<file path="src/rtl/tac_pkg.sv">
// ============================================================================
// Touch average and calibrate: shared package
// Field widths, register indexes, reset values and the types that travel
// between the front end, the queue and the calibration pipeline.
// ============================================================================
`default_nettype none

package tac_pkg;

    // Field widths fixed by the sample and register formats.
    localparam int SampleWidth   = 12;
    localparam int SumWidth      = 16;
    localparam int GainWidth     = 16;
    localparam int OffsetWidth   = 12;
    localparam int GainFracBits  = 12;
    localparam int CfgIndexWidth = 3;
    localparam int CfgDataWidth  = 16;

    // Defaults for the top-level parameters.
    localparam int DefaultSamplesPerReport = 10;
    localparam int DefaultScreenCoordBits  = 10;

    // Depth of the queue between the front end and the calibration pipeline.
    localparam int QueueDepth = 2;

    // Configuration register indexes.
    localparam logic [CfgIndexWidth-1:0] CfgGainX      = 3'd0;
    localparam logic [CfgIndexWidth-1:0] CfgOffsetX    = 3'd1;
    localparam logic [CfgIndexWidth-1:0] CfgGainY      = 3'd2;
    localparam logic [CfgIndexWidth-1:0] CfgOffsetY    = 3'd3;
    localparam logic [CfgIndexWidth-1:0] CfgContinuous = 3'd4;

    // Register reset values.
    localparam logic signed [GainWidth-1:0]   GainReset   = 16'sd512;
    localparam logic signed [OffsetWidth-1:0] OffsetReset = 12'sd0;

    // One finished burst: the two running sums.
    typedef struct packed {
        logic [SumWidth-1:0] sum_x;
        logic [SumWidth-1:0] sum_y;
    } sum_pair_t;

    // Calibration settings used by the back end.
    typedef struct packed {
        logic signed [GainWidth-1:0]   gain_x;
        logic signed [OffsetWidth-1:0] offset_x;
        logic signed [GainWidth-1:0]   gain_y;
        logic signed [OffsetWidth-1:0] offset_y;
    } cal_cfg_t;

    // Queue status seen by its producer and consumer.
    typedef struct packed {
        logic full;
        logic empty;
    } q_status_t;

endpackage

`default_nettype wire

</file>
<file path="src/rtl/tac_if.sv">
// ============================================================================
// Touch average and calibrate: channel interfaces
// Valid/ready channels for raw samples, calibrated coordinates and
// configuration writes.
// ============================================================================
`default_nettype none

// Raw converter sample channel.
interface tac_sample_if import tac_pkg::*; ();
    logic                   valid;
    logic                   ready;
    logic                   pen_down;
    logic [SampleWidth-1:0] x_sample;
    logic [SampleWidth-1:0] y_sample;

    modport source (output valid, output pen_down, output x_sample, output y_sample,
                    input ready);
    modport sink   (input valid, input pen_down, input x_sample, input y_sample,
                    output ready);
endinterface

// Calibrated coordinate channel.
interface tac_coord_if #(parameter int COORD_BITS = 10) ();
    logic                  valid;
    logic                  ready;
    logic [COORD_BITS-1:0] x_pos;
    logic [COORD_BITS-1:0] y_pos;

    modport source (output valid, output x_pos, output y_pos, input ready);
    modport sink   (input valid, input x_pos, input y_pos, output ready);
endinterface

// Configuration write channel.
interface tac_cfg_if import tac_pkg::*; ();
    logic                     valid;
    logic                     ready;
    logic [CfgIndexWidth-1:0] index;
    logic [CfgDataWidth-1:0]  data;

    modport source (output valid, output index, output data, input ready);
    modport sink   (input valid, input index, input data, output ready);
endinterface

`default_nettype wire

</file>
<file path="src/rtl/tac_front.sv">
// ============================================================================
// Touch average and calibrate: front end
// Accepts samples, tracks the press latch and the burst, and accumulates the
// burst sums. A finished burst is pushed into the queue.
// ============================================================================
`default_nettype none

module tac_front import tac_pkg::*; #(
    parameter int SAMPLES_PER_REPORT = DefaultSamplesPerReport
) (
    input  logic       clk,
    input  logic       rst_n,
    tac_sample_if.sink sample,
    input  logic       continuous_report,
    input  q_status_t  q_status,
    output logic       push,
    output sum_pair_t  push_data
);

    localparam int CountWidth = $clog2(SAMPLES_PER_REPORT + 1);
    localparam logic [CountWidth-1:0] BurstLoad = CountWidth'(SAMPLES_PER_REPORT);
    localparam logic [CountWidth-1:0] BurstLast = CountWidth'(1);

    logic [CountWidth-1:0] count_reg, count_next;
    logic                  latched_reg, latched_next;
    logic [SumWidth-1:0]   sum_x_reg, sum_x_next;
    logic [SumWidth-1:0]   sum_y_reg, sum_y_next;
    logic                  accept;
    logic                  latched_eff;
    logic [SumWidth-1:0]   sum_x_add;
    logic [SumWidth-1:0]   sum_y_add;

    // Stall the sample channel only while the queue has no room.
    assign sample.ready = !q_status.full;
    assign accept       = sample.valid && sample.ready;

    assign sum_x_add = sum_x_reg + SumWidth'(sample.x_sample);
    assign sum_y_add = sum_y_reg + SumWidth'(sample.y_sample);
    assign push_data = '{sum_x: sum_x_add, sum_y: sum_y_add};

    // In continuous mode the latch is dropped on every sample outside a burst.
    assign latched_eff = continuous_report ? 1'b0 : latched_reg;

    // Burst control and accumulation.
    always_comb
    begin
        count_next   = count_reg;
        latched_next = latched_reg;
        sum_x_next   = sum_x_reg;
        sum_y_next   = sum_y_reg;
        push         = 1'b0;
        if (accept)
        begin
            if (count_reg != '0)
            begin
                sum_x_next = sum_x_add;
                sum_y_next = sum_y_add;
                count_next = count_reg - BurstLast;
                push       = (count_reg == BurstLast);
            end
            else if (sample.pen_down && !latched_eff)
            begin
                latched_next = 1'b1;
                count_next   = BurstLoad;
                sum_x_next   = '0;
                sum_y_next   = '0;
            end
            else if (!sample.pen_down)
            begin
                latched_next = 1'b0;
            end
            else
            begin
                latched_next = latched_eff;
            end
        end
    end

    // Control state.
    always_ff @(posedge clk or negedge rst_n)
    begin
        if (!rst_n)
        begin
            count_reg   <= '0;
            latched_reg <= 1'b0;
        end
        else
        begin
            count_reg   <= count_next;
            latched_reg <= latched_next;
        end
    end

    // Running sums.
    always_ff @(posedge clk)
    begin
        sum_x_reg <= sum_x_next;
        sum_y_reg <= sum_y_next;
    end

endmodule

`default_nettype wire

</file>
<file path="src/rtl/tac_queue.sv">
// ============================================================================
// Touch average and calibrate: burst queue
// Short first-in first-out queue of finished burst sums between the front
// end and the calibration pipeline.
// ============================================================================
`default_nettype none

module tac_queue import tac_pkg::*; (
    input  logic      clk,
    input  logic      rst_n,
    input  logic      push,
    input  sum_pair_t push_data,
    input  logic      pop,
    output sum_pair_t head,
    output q_status_t status
);

    localparam int PtrWidth   = (QueueDepth > 1) ? $clog2(QueueDepth) : 1;
    localparam int CountWidth = $clog2(QueueDepth + 1);
    localparam logic [PtrWidth-1:0]   PtrLast  = PtrWidth'(QueueDepth - 1);
    localparam logic [CountWidth-1:0] CountMax = CountWidth'(QueueDepth);

    sum_pair_t             entry_reg [QueueDepth];
    logic [PtrWidth-1:0]   wr_ptr_reg, wr_ptr_next;
    logic [PtrWidth-1:0]   rd_ptr_reg, rd_ptr_next;
    logic [CountWidth-1:0] count_reg, count_next;

    assign status.full  = (count_reg == CountMax);
    assign status.empty = (count_reg == '0);
    assign head         = entry_reg[rd_ptr_reg];

    // Pointer and fill count update.
    always_comb
    begin
        wr_ptr_next = wr_ptr_reg;
        rd_ptr_next = rd_ptr_reg;
        count_next  = count_reg;
        if (push)
        begin
            wr_ptr_next = (wr_ptr_reg == PtrLast) ? '0 : wr_ptr_reg + PtrWidth'(1);
        end
        if (pop)
        begin
            rd_ptr_next = (rd_ptr_reg == PtrLast) ? '0 : rd_ptr_reg + PtrWidth'(1);
        end
        if (push && !pop)
        begin
            count_next = count_reg + CountWidth'(1);
        end
        else if (pop && !push)
        begin
            count_next = count_reg - CountWidth'(1);
        end
    end

    always_ff @(posedge clk or negedge rst_n)
    begin
        if (!rst_n)
        begin
            wr_ptr_reg <= '0;
            rd_ptr_reg <= '0;
            count_reg  <= '0;
        end
        else
        begin
            wr_ptr_reg <= wr_ptr_next;
            rd_ptr_reg <= rd_ptr_next;
            count_reg  <= count_next;
        end
    end

    // Entry storage.
    always_ff @(posedge clk)
    begin
        if (push)
        begin
            entry_reg[wr_ptr_reg] <= push_data;
        end
    end

endmodule

`default_nettype wire

</file>
<file path="src/rtl/tac_back.sv">
// ============================================================================
// Touch average and calibrate: calibration pipeline
// Three stages: average by reciprocal multiply, gain multiply, then floor,
// offset and saturation into the output register.
// ============================================================================
`default_nettype none

module tac_back import tac_pkg::*; #(
    parameter int SAMPLES_PER_REPORT = DefaultSamplesPerReport,
    parameter int SCREEN_COORD_BITS  = DefaultScreenCoordBits
) (
    input  logic        clk,
    input  logic        rst_n,
    input  cal_cfg_t    cal_cfg,
    input  sum_pair_t   head,
    input  q_status_t   q_status,
    output logic        pop,
    tac_coord_if.source coord
);

    // Exact truncating divide by the burst length for any 16-bit sum:
    // avg = (sum * ceil(2^S / N)) >> S with S = SumWidth + ceil(log2 N).
    localparam int DivShift    = SumWidth + $clog2(SAMPLES_PER_REPORT);
    localparam int DivMulWidth = SumWidth + 1;
    localparam int QuotWidth   = DivShift + SumWidth;
    localparam logic [DivMulWidth-1:0] DivMul =
        DivMulWidth'(((64'd1 << DivShift) + 64'(SAMPLES_PER_REPORT) - 64'd1)
                     / 64'(SAMPLES_PER_REPORT));

    localparam int ProdWidth  = SumWidth + 1 + GainWidth;
    localparam int FloorWidth = ProdWidth - GainFracBits;
    localparam logic signed [FloorWidth:0] CoordMax =
        (FloorWidth + 1)'((1 << SCREEN_COORD_BITS) - 1);

    logic                          en;
    logic                          v1_reg, v2_reg, v3_reg;
    logic [QuotWidth-1:0]          quot_x, quot_y;
    logic [SumWidth-1:0]           avg_x_reg, avg_y_reg;
    logic signed [SumWidth:0]      avg_x_s, avg_y_s;
    logic signed [ProdWidth-1:0]   prod_x_next, prod_y_next;
    logic signed [ProdWidth-1:0]   prod_x_reg, prod_y_reg;
    logic [SCREEN_COORD_BITS-1:0]  x_pos_next, y_pos_next;
    logic [SCREEN_COORD_BITS-1:0]  x_pos_reg, y_pos_reg;

    // Floor by the gain fraction, add the offset and clamp to the screen.
    function automatic logic [SCREEN_COORD_BITS-1:0] scale_out(
        input logic signed [ProdWidth-1:0]   prod,
        input logic signed [OffsetWidth-1:0] offset
    );
        logic signed [FloorWidth-1:0] floored;
        logic signed [FloorWidth:0]   value;
        logic [SCREEN_COORD_BITS-1:0] result;
        floored = $signed(prod[ProdWidth-1:GainFracBits]);
        value   = (FloorWidth + 1)'(floored) + (FloorWidth + 1)'(offset);
        if (value < 0)
        begin
            result = '0;
        end
        else if (value > CoordMax)
        begin
            result = CoordMax[SCREEN_COORD_BITS-1:0];
        end
        else
        begin
            result = value[SCREEN_COORD_BITS-1:0];
        end
        return result;
    endfunction

    // The whole pipeline advances unless the output holds an untaken result.
    assign en  = !v3_reg || coord.ready;
    assign pop = en && !q_status.empty;

    // Stage 1 inputs: reciprocal multiply of the queued sums.
    assign quot_x = QuotWidth'(head.sum_x) * QuotWidth'(DivMul);
    assign quot_y = QuotWidth'(head.sum_y) * QuotWidth'(DivMul);

    // Stage 2 inputs: signed gain multiply.
    assign avg_x_s     = $signed({1'b0, avg_x_reg});
    assign avg_y_s     = $signed({1'b0, avg_y_reg});
    assign prod_x_next = avg_x_s * cal_cfg.gain_x;
    assign prod_y_next = avg_y_s * cal_cfg.gain_y;

    // Stage 3 inputs: floor, offset and saturation.
    assign x_pos_next = scale_out(prod_x_reg, cal_cfg.offset_x);
    assign y_pos_next = scale_out(prod_y_reg, cal_cfg.offset_y);

    // Stage valid bits.
    always_ff @(posedge clk or negedge rst_n)
    begin
        if (!rst_n)
        begin
            v1_reg <= 1'b0;
            v2_reg <= 1'b0;
            v3_reg <= 1'b0;
        end
        else if (en)
        begin
            v1_reg <= pop;
            v2_reg <= v1_reg;
            v3_reg <= v2_reg;
        end
    end

    // Stage data.
    always_ff @(posedge clk)
    begin
        if (en)
        begin
            avg_x_reg  <= quot_x[DivShift +: SumWidth];
            avg_y_reg  <= quot_y[DivShift +: SumWidth];
            prod_x_reg <= prod_x_next;
            prod_y_reg <= prod_y_next;
            x_pos_reg  <= x_pos_next;
            y_pos_reg  <= y_pos_next;
        end
    end

    assign coord.valid = v3_reg;
    assign coord.x_pos = x_pos_reg;
    assign coord.y_pos = y_pos_reg;

endmodule

`default_nettype wire

</file>
<file path="src/rtl/touch_average_and_calibrate.sv">
// One raw sample pair is taken per clock cycle; the sample channel stalls only
// while the two-entry burst queue is full, which happens only when results are
// left untaken at the output. A pen-down sample with no press latched opens a
// burst; the next SAMPLES_PER_REPORT samples are summed and the pair of sums
// enters a three-stage calibration pipeline (reciprocal divide, Q3.12 gain
// multiply, floor plus offset with saturation); each pair of sums passes the
// burst queue and then the average, product and output registers. An output
// stall holds the whole calibration pipeline. The configuration port is always
// ready and takes one register write per cycle; write it only while no burst
// is open or in flight.
// ============================================================================
// Touch average and calibrate: top level
// Register file, front end, burst queue and calibration pipeline.
// ============================================================================
`default_nettype none

module touch_average_and_calibrate import tac_pkg::*; #(
    parameter int SAMPLES_PER_REPORT = DefaultSamplesPerReport,
    parameter int SCREEN_COORD_BITS  = DefaultScreenCoordBits
) (
    input  logic        clk,
    input  logic        rst_n,
    tac_sample_if.sink  sample,
    tac_coord_if.source coord,
    tac_cfg_if.sink     cfg
);

    cal_cfg_t  cal_cfg_reg, cal_cfg_next;
    logic      continuous_reg, continuous_next;
    logic      cfg_write;
    logic      push;
    logic      pop;
    sum_pair_t push_data;
    sum_pair_t head;
    q_status_t q_status;

    // Configuration writes are always taken.
    assign cfg.ready = 1'b1;
    assign cfg_write = cfg.valid && cfg.ready;

    // Register decode; unknown indexes are ignored.
    always_comb
    begin
        cal_cfg_next    = cal_cfg_reg;
        continuous_next = continuous_reg;
        if (cfg_write)
        begin
            case (cfg.index)
                CfgGainX:      cal_cfg_next.gain_x   = $signed(cfg.data[GainWidth-1:0]);
                CfgOffsetX:    cal_cfg_next.offset_x = $signed(cfg.data[OffsetWidth-1:0]);
                CfgGainY:      cal_cfg_next.gain_y   = $signed(cfg.data[GainWidth-1:0]);
                CfgOffsetY:    cal_cfg_next.offset_y = $signed(cfg.data[OffsetWidth-1:0]);
                CfgContinuous: continuous_next       = cfg.data[0];
                default:       continuous_next       = continuous_reg;
            endcase
        end
    end

    always_ff @(posedge clk or negedge rst_n)
    begin
        if (!rst_n)
        begin
            cal_cfg_reg.gain_x   <= GainReset;
            cal_cfg_reg.offset_x <= OffsetReset;
            cal_cfg_reg.gain_y   <= GainReset;
            cal_cfg_reg.offset_y <= OffsetReset;
            continuous_reg       <= 1'b0;
        end
        else
        begin
            cal_cfg_reg    <= cal_cfg_next;
            continuous_reg <= continuous_next;
        end
    end

    // Sample intake and burst accumulation.
    tac_front #(
        .SAMPLES_PER_REPORT (SAMPLES_PER_REPORT)
    ) u_front (
        .clk               (clk),
        .rst_n             (rst_n),
        .sample            (sample),
        .continuous_report (continuous_reg),
        .q_status          (q_status),
        .push              (push),
        .push_data         (push_data)
    );

    // Finished bursts waiting for calibration.
    tac_queue u_queue (
        .clk       (clk),
        .rst_n     (rst_n),
        .push      (push),
        .push_data (push_data),
        .pop       (pop),
        .head      (head),
        .status    (q_status)
    );

    // Calibration pipeline and output register.
    tac_back #(
        .SAMPLES_PER_REPORT (SAMPLES_PER_REPORT),
        .SCREEN_COORD_BITS  (SCREEN_COORD_BITS)
    ) u_back (
        .clk      (clk),
        .rst_n    (rst_n),
        .cal_cfg  (cal_cfg_reg),
        .head     (head),
        .q_status (q_status),
        .pop      (pop),
        .coord    (coord)
    );

endmodule

`default_nettype wire

</file>
<file path="src/flat_wrapper.sv">
// flat-port wrapper written by rule: the top's interface ports become plain ports
module touch_average_and_calibrate_flat import tac_pkg::*;
#(
    parameter int SAMPLES_PER_REPORT = DefaultSamplesPerReport,
    parameter int SCREEN_COORD_BITS  = DefaultScreenCoordBits
)
  (clk, rst_n, sample_valid, sample_pen_down, sample_x_sample, sample_y_sample, sample_ready, coord_valid, coord_x_pos, coord_y_pos, coord_ready, cfg_valid, cfg_index, cfg_data, cfg_ready);
  tac_sample_if sample_i ();
  tac_coord_if #(.COORD_BITS((DefaultScreenCoordBits))) coord_i ();
  tac_cfg_if cfg_i ();
  input  logic clk;
  input  logic rst_n;
  input wire logic [$bits(sample_i.valid)-1:0] sample_valid;
  input wire logic [$bits(sample_i.pen_down)-1:0] sample_pen_down;
  input wire logic [$bits(sample_i.x_sample)-1:0] sample_x_sample;
  input wire logic [$bits(sample_i.y_sample)-1:0] sample_y_sample;
  output wire logic [$bits(sample_i.ready)-1:0] sample_ready;
  output wire logic [$bits(coord_i.valid)-1:0] coord_valid;
  output wire logic [$bits(coord_i.x_pos)-1:0] coord_x_pos;
  output wire logic [$bits(coord_i.y_pos)-1:0] coord_y_pos;
  input wire logic [$bits(coord_i.ready)-1:0] coord_ready;
  input wire logic [$bits(cfg_i.valid)-1:0] cfg_valid;
  input wire logic [$bits(cfg_i.index)-1:0] cfg_index;
  input wire logic [$bits(cfg_i.data)-1:0] cfg_data;
  output wire logic [$bits(cfg_i.ready)-1:0] cfg_ready;
  assign sample_i.valid = sample_valid;
  assign sample_i.pen_down = sample_pen_down;
  assign sample_i.x_sample = sample_x_sample;
  assign sample_i.y_sample = sample_y_sample;
  assign sample_ready = sample_i.ready;
  assign coord_valid = coord_i.valid;
  assign coord_x_pos = coord_i.x_pos;
  assign coord_y_pos = coord_i.y_pos;
  assign coord_i.ready = coord_ready;
  assign cfg_i.valid = cfg_valid;
  assign cfg_i.index = cfg_index;
  assign cfg_i.data = cfg_data;
  assign cfg_ready = cfg_i.ready;
  touch_average_and_calibrate #(.SAMPLES_PER_REPORT(SAMPLES_PER_REPORT), .SCREEN_COORD_BITS(SCREEN_COORD_BITS)) u_core (.clk(clk), .rst_n(rst_n), .sample(sample_i), .coord(coord_i), .cfg(cfg_i));
endmodule
</file>
<file path="config.mk">
export PLATFORM = sky130hd
export DESIGN_NAME = touch_average_and_calibrate_flat
export DESIGN_NICKNAME = d
export VERILOG_FILES = /design/src/rtl/tac_pkg.sv /design/src/rtl/tac_if.sv /design/src/rtl/tac_front.sv /design/src/rtl/tac_queue.sv /design/src/rtl/tac_back.sv /design/src/rtl/touch_average_and_calibrate.sv /design/src/flat_wrapper.sv
export SDC_FILE = /design/constraint.sdc
export NUM_CORES = 2
export LEC_CHECK = 0
export BUFFER_PORTS_ARGS = -buffer_cell sky130_fd_sc_hd__buf_4
export CAP_MARGIN = 40
export CORE_MARGIN = 10
export CORE_UTILIZATION = 60
export CTS_CLUSTER_DIAMETER = 200
export DETAILED_ROUTE_END_ITERATION = 16
export HOLD_SLACK_MARGIN = 0.02
export PLACE_DENSITY_LB_ADDON = 0.08
export SYNTH_ARGS = -nofsm -noshare
export SYNTH_HDL_FRONTEND = slang
export SYNTH_SLANG_ARGS = --single-unit
</file>
<file path="constraint.sdc">
create_clock -name clk -period 9.3 [get_ports clk]
set_input_delay 0.465 -clock clk [delete_from_list [all_inputs] [get_ports clk]]
set_output_delay 0.465 -clock clk [all_outputs]
set_load 0.01 [all_outputs]
</file>
After elaboration in Yosys (flattened, before gate mapping)
Memories as Yosys holds them, arrays and structs flattened.
Index checks and enable logic that the tools add are counted.
Cells by class
  $mul: 4
  $lt $le $gt $ge: 4
  bitwise operators: 1
  div/mod/pow operators: 0
  reductions and logical operators: 24
  shift-type cells: 0
  eq/ne operators: 6
  mux-type cells: 18
  $add $sub $neg: 9
Operators with widths (number)
  $mul A16 B16 Y32 const B: 2
  $mul A14 B16 Y30: 2
  $mux W16: 3
  $add A18 B12 Y19: 2
  $gt A19 B11 Y1 const B: 2
  $lt A19 B1 Y1 const B: 2
  $add A16 B12 Y16: 2
  $mux W10: 2
  $reduce_and A2 Y1: 7
  $mux W1: 9
  $mux W4: 2
  $eq A3 B2 Y1 const B: 2
  $logic_not A1 Y1: 6
  $logic_and A1 B1 Y1: 5
  $eq A4 B1 Y1 const B: 1
  $mux W2: 2
  $reduce_bool A2 Y1: 2
  $reduce_bool A4 Y1: 1
  $sub A4 B1 Y4 const B: 1
  $eq A3 B1 Y1 const B: 1
  $eq A3 B3 Y1 const B: 1
  $logic_not A3 Y1: 1
  $add A1 B1 Y1 const B: 2
  $add A2 B1 Y2 const B: 1
  5 further kinds: 5
Storage, ports and cells
  memories: 1
  flip-flop bits (word level): 207
  word-level logic and storage cells: 88
  latch bits: 0
  memory bits (writable): 64
  memory bits (read-only): 0
  output and inout bits: 23
Memory list
  u_core.u_queue.entry_reg: depth 2, bits a word 32, read ports 1, clocked after memory_dff 0, write ports 1, RTL line tac_queue.sv:23  | sum_pair_t entry_reg [QueueDepth];

Logic depth before layout (Yosys ltp)
  depth after elaboration: 8
  gate-level depth with buffers: 25
  depth with buffers taken out: 23

By module
A second synthesis with hierarchy kept.
Second synthesis, totals
  cells, all modules: 3541
  area, all modules: 36587.6 µm²
Modules (own cells, without submodules)
  tac_back: area each 28777.6 µm², times used 1, cells each 2992
  tac_front: area each 2974.1 µm², times used 1, cells each 307
  tac_queue: area each 2648.8 µm², times used 1, cells each 116
  touch_average_and_calibrate: area each 2187.1 µm², times used 1, cells each 126

Worst setup path before layout
Ideal clock, no wire load.
  kind: register to register
  start point: reg u_core.u_queue.rd_ptr_reg
  end point: reg u_core.u_back.avg_x_reg[12], data pin
  path buffers: 2
  slack: 2.924 ns
  clock period less this slack: 6.376 ns
  library setup time: 0.260 ns
  stages on the path, launching flop included: 26
  arrival: 6.116 ns
  cell sequence: dfrtp_1 -> buf_4 -> clkbuf_1 -> mux2i_1 -> inv_1 -> ha_1 -> inv_1 -> ha_1 -> inv_1 -> fa_1 -> inv_1 -> fa_1 -> inv_1 -> fa_1 -> fa_1 -> inv_1 -> ha_1 -> a21oi_2 -> nand2_1 -> a221oi_2 -> nor3b_2 -> a21oi_1 -> or4b_1 -> a31o_2 -> a21oi_2 -> xnor2_1
On the way
  cells in the longest elaborated chain, start to end: 2
RTL lines
  start, declared: RTL line tac_queue.sv:25  | logic [PtrWidth-1:0] rd_ptr_reg, rd_ptr_next;
  start signal, assigned: RTL line tac_queue.sv:67  | rd_ptr_reg <= rd_ptr_next;
  $mem_v2 Z2 W32
  $mul A16 B16 Y32: RTL line tac_back.sv:75  | assign quot_x = QuotWidth'(head.sum_x) * QuotWidth'(DivMul);
  net u_core.u_back.quot_x[32]: RTL line tac_back.sv:37  | logic [QuotWidth-1:0] quot_x, quot_y;
  end signal, assigned: RTL line tac_back.sv:110  | avg_x_reg <= quot_x[DivShift +: SumWidth];
  end, declared: RTL line tac_back.sv:38  | logic [SumWidth-1:0] avg_x_reg, avg_y_reg;
The timed path passes the listed nets, and every way through them passes these cells.
A chain may end at the register's enable or synchronous reset.

Worst setup path in the final report
  start point: reg u_core.u_queue.rd_ptr_reg
  end point: reg u_core.u_back.avg_y_reg[12], data pin
On the way
  cells in the longest elaborated chain, start to end: 2
RTL lines
  $mem_v2 Z2 W32
  $mul A16 B16 Y32: RTL line tac_back.sv:76  | assign quot_y = QuotWidth'(head.sum_y) * QuotWidth'(DivMul);
  net u_core.u_back.quot_y[32]: RTL line tac_back.sv:37
  end signal, assigned: RTL line tac_back.sv:111  | avg_y_reg <= quot_y[DivShift +: SumWidth];
  end, declared: RTL line tac_back.sv:38
The timed path passes the listed nets, and every way through them passes these cells.

==> results.md <==
Cells and area:
- The number of inserted filler cells in the final layout is ~4,800.
- The post-layout net count is 4,554.
- The register with the most flip-flops in the layout has 64 of them.
- The summed area of non-filler cells in the final layout is roughly 38,000 µm².
- The fraction of layout instances using a drive strength above 1 is 6.789%.
- The total area of multi-input combinational cells is ~25,000 µm².
- The synthesis-to-finish area growth is 6.827%.
- The area occupied by registers is ~7000 µm².

Logic synthesis:
- By area, the combinational part of the netlist is dominated by adder cells.
- The portion of synthesized cell area occupied by the leading cell type is roughly a third.
- After synthesis, the share of flip-flops with an asynchronous set or reset is roughly 28%.
- The number of different library cells in the post-synthesis netlist is 71.
- Yosys mapped a number of flops with a built-in enable equal to approximately 180.
- The Yosys warning count is 0.
- In the synthesized netlist, mux cells make up 2.980% of the area.
- The cell count after synthesis came out at ~3,400.
- For this run, the leading register cell type out of synthesis is sky130_fd_sc_hd__edfxtp_1.
- After Yosys synthesis, full adders, half adders and majority gates account for slightly below 50% of the synthesized area.
- The number of nets in the synthesized netlist is around 4,500.
- In this run, synthesis produced a sequential element count of around 250.
- The simple-gate share of the synthesized area is 10.03%.
- The average footprint of a synthesized cell is 10.34 µm².
- Of the synthesized area, sequential elements account for between 15 and 20%.
- The complex-gate fraction of the synthesized area is about 5.7%.
- The synthesized netlist occupies a cell area of between 30,000 and 40,000 µm².
- Sorting the synthesized cells by area gives the leading types as sky130_fd_sc_hd__fa_1 (32%), sky130_fd_sc_hd__ha_1 (17%), sky130_fd_sc_hd__edfxtp_1 (15%).
- The biggest area contributor in the post-synthesis netlist is sky130_fd_sc_hd__fa_1.
- The XOR/XNOR share of the synthesized area is around 3.2%.

STA:
- The transition time of the tightest slew-check pin is about 940 ps.
- In the finished design, the share of the clock period the worst path needs comes to 75.45%.
- After routing, the total negative slack on setup checks comes to 0 ps.
- On the final layout, the worst clock skew is around 27 ps.
- The clock period minus final worst setup slack is 7017 ps.
- Hold is met by 134.3 ps.
- Setup violations remaining at the end of the flow were counted as 0.
- The total count of max-transition violations in the final report is 0.
- The worst setup margin is 2283 ps.
- Measured against its own limit, the worst slew margin works out to a little under two fifths.
- The number of failing hold endpoints at the final stage is 0.
- For this run, the top clock speed supported by timing is between 100 and 150 MHz.
- Setup repair after global routing left no endpoint under its margin.

Die:
- The die is approximately 260 µm tall.
- The initial standard-cell utilization of the core is 60.34%.
- The floorplan die area is around 70,000 µm².
- The floorplan step set the die width to 263.2 µm.
- The total I/O pin count is 72.
- The placement row count is slightly below 90.
- The core region is about 59,000 µm².

Detailed routing:
- The total length of routed wires is 76,160 µm.
- The first-pass iteration count of the detailed router is 7.
- After detailed routing, the number of vias per cell comes to roughly 5.4.
- The total number of vias is 23,080.
- The detail route stage leaves a number of antenna-violating nets equal to 0.
- The detailed router finished its first iteration with about 1,400 violations.
- In the routed design, unresolved DRC markers number 0.
- The routed length per placed instance is roughly 18 µm.

Min path:
- The tightest min-delay check is of the input pin to register type.

Clock tree:
- In this run the number of H-tree levels came out at 1.
- The clock tree root buffer cell is sky130_fd_sc_hd__clkbuf_16.
- Clock latency on the worst-skew pair, taken at its later pin, is ~580 ps.
- After clock tree synthesis, the clock-pin slew on the worst setup and hold paths is 60 ps.
- Counting every sink on the clock net gives ~250.
- Counting along the longest clock path gives a buffer depth of 3.
- After clock tree synthesis, the repair step resized 0 gates.
- The CTS tree is done.
- The number of buffers created by CTS is 29.

Worst setup path:
- Setup slack on the worst reg-to-reg path comes out at ~2300 ps.
- The timing endpoint of the critical path is u_core.u_back.avg_y_reg[12]$_DFFE_PP_.
- The endpoint class of the critical path is a register.
- The kind of critical path is register to register.
- The worst setup path is launched from a register.
- The capture point of the worst reg-to-reg path is u_core.u_back.avg_y_reg[12]$_DFFE_PP_.
- The start point of the critical path is u_core.u_queue.rd_ptr_reg$_DFFE_PN0P_.
- At the worst endpoint, the arrival time is 7340 ps.
- The worst path required time is just under 10,000 ps.
- The worst flop-to-flop path startpoint is u_core.u_queue.rd_ptr_reg$_DFFE_PN0P_.
- Counting cells, the worst reg-to-reg path comes to 20.
- In this run the worst path has a maximum fanout of 19.

Placement:
- The final estimated routing congestion in global placement is around 0.91.
- The placement-stage worst setup slack is 2213 ps.
- Once detailed placement completed, the half-perimeter wirelength came to between 60,000 and 70,000 µm.
- Once placement finished, the instance area stood at about 37,000 µm².
- Buffers placed on the I/O ports in this run total 70.

Global route:
- The initial antenna violation count is 3.
- The global-route wire length before repair is ~130,000 µm.
- Global routing finished with a remaining overflow of 0.
- Across every metal layer, demand over resource in global routing totals 22.44%.
- The number of global-route vias before repair is 25,190.
- Entering global routing, the biggest net connects 60 pins.

Flow run:
- Across the run, the number of max-cap violations was 0.

Run status:
- The run finished with clean final reports.
==> cells in the final DEF, fill, tap and decap left out, drive strengths merged, types with 41 or more instances in the layout <==
master and instances:
buf 80, xnor2 90, edfxtp 178, and2 213, a21oi 112, nor2 62, o21ai 67, a21o 41
dfrtp 67, ha 468, inv 835, mux2 85, nand2 254, nor2b 41, fa 568
==> logic make-up after synthesis <==
logic type | Yosys count
compound gates | 319
buf+inv | 905
simple gates | 700
mux | 95
other cells | 1
fa+ha+maj | 1036
flops | 247
xor+xnor | 128
==> layout make-up <==
class                           instances  area share (%)
Clock buffer                           37           2.159
Timing Repair Buffer                   81           1.769
Inverter                              831           8.230
Antenna cell                            1        0.006602
Clock inverter                         16          0.6074
Multi-Input combinational cell       2279           66.01
Sequential cell                       247           18.66
Tap cell                              773           2.552
==> Yosys cell counts (20+ instances only) <==
library cell / count
sky130_fd_sc_hd__inv_1: 831
sky130_fd_sc_hd__fa_1: 568
sky130_fd_sc_hd__ha_1: 468
sky130_fd_sc_hd__nand2_1: 254
sky130_fd_sc_hd__and2_1: 213
sky130_fd_sc_hd__edfxtp_1: 178
sky130_fd_sc_hd__a21oi_1: 107
sky130_fd_sc_hd__xnor2_1: 90
sky130_fd_sc_hd__mux2_2: 85
sky130_fd_sc_hd__clkbuf_1: 69
sky130_fd_sc_hd__dfrtp_1: 67
sky130_fd_sc_hd__nor2_1: 62
sky130_fd_sc_hd__o21ai_0: 51
sky130_fd_sc_hd__a21o_1: 41
sky130_fd_sc_hd__nor2b_1: 41
sky130_fd_sc_hd__xor2_1: 38
sky130_fd_sc_hd__nand3_1: 31
sky130_fd_sc_hd__nor3_1: 21
sky130_fd_sc_hd__o21a_1: 21
sky130_fd_sc_hd__nand2b_1: 20
==> stage by stage <==
step           util (%)  instances
2_1_floorplan         -       3431
3_3_place_gp      62.51       4206
3_5_place_dp      62.66       4210
4_1_cts           64.46       4264
5_1_grt           64.46       4264
6_report          64.46       4265
==> critical path, stage by stage (launching register included) <==
cell	delay (ps)
sky130_fd_sc_hd__dfrtp_1	870
sky130_fd_sc_hd__buf_4	420
sky130_fd_sc_hd__mux2_2	430
sky130_fd_sc_hd__ha_1	380
sky130_fd_sc_hd__fa_1	560
sky130_fd_sc_hd__fa_1	460
sky130_fd_sc_hd__fa_1	490
sky130_fd_sc_hd__inv_1	50
sky130_fd_sc_hd__fa_1	470
sky130_fd_sc_hd__inv_1	60
sky130_fd_sc_hd__fa_1	440
sky130_fd_sc_hd__ha_1	320
sky130_fd_sc_hd__a21o_1	190
sky130_fd_sc_hd__a21o_1	170
sky130_fd_sc_hd__a21oi_1	210
sky130_fd_sc_hd__nand3_1	100
sky130_fd_sc_hd__o21ai_1	230
sky130_fd_sc_hd__o211ai_1	210
sky130_fd_sc_hd__a221o_1	410
sky130_fd_sc_hd__a21oi_1	190
sky130_fd_sc_hd__xnor2_1	80
==> worst min-delay path by stage <==
stage / cells after the start / startpoint / end
after global routing: 2 / cfg_data[12] / u_core.cal_cfg_reg[24]$_DFFE_PN0P_
after floorplan: 0 / rst_n / u_core.cal_cfg_reg[0]$_DFFE_PN0P_
after detailed placement: 1 / rst_n / u_core.cal_cfg_reg[10]$_DFFE_PN0P_
final: 2 / cfg_data[15] / u_core.cal_cfg_reg[55]$_DFFE_PN0P_
after CTS: 2 / cfg_data[14] / u_core.cal_cfg_reg[54]$_DFFE_PN0P_
after global placement: 1 / u_core.u_queue.count_reg[1]$_DFFE_PN0P_ / u_core.u_queue.count_reg[1]$_DFFE_PN0P_
==> what timing repair did <==
action,4_1_cts,5_1_grt
hold buffers,1,0
setup buffers,0,0
endpoints found under the hold margin,10,0
==> metal layers <==
layer  GRT usage [%]  wire length, µm  vias up
met5               0               29        -
met4           3.992             1251        6
met3           3.067             3693       79
met2           38.74            37320      433
met1           30.05            33860    11730
li1                -                -    10830
Power is left out: the tool's default activity adds up to more than one toggle a clock period on the data nets, which glitch-free logic cannot reach.
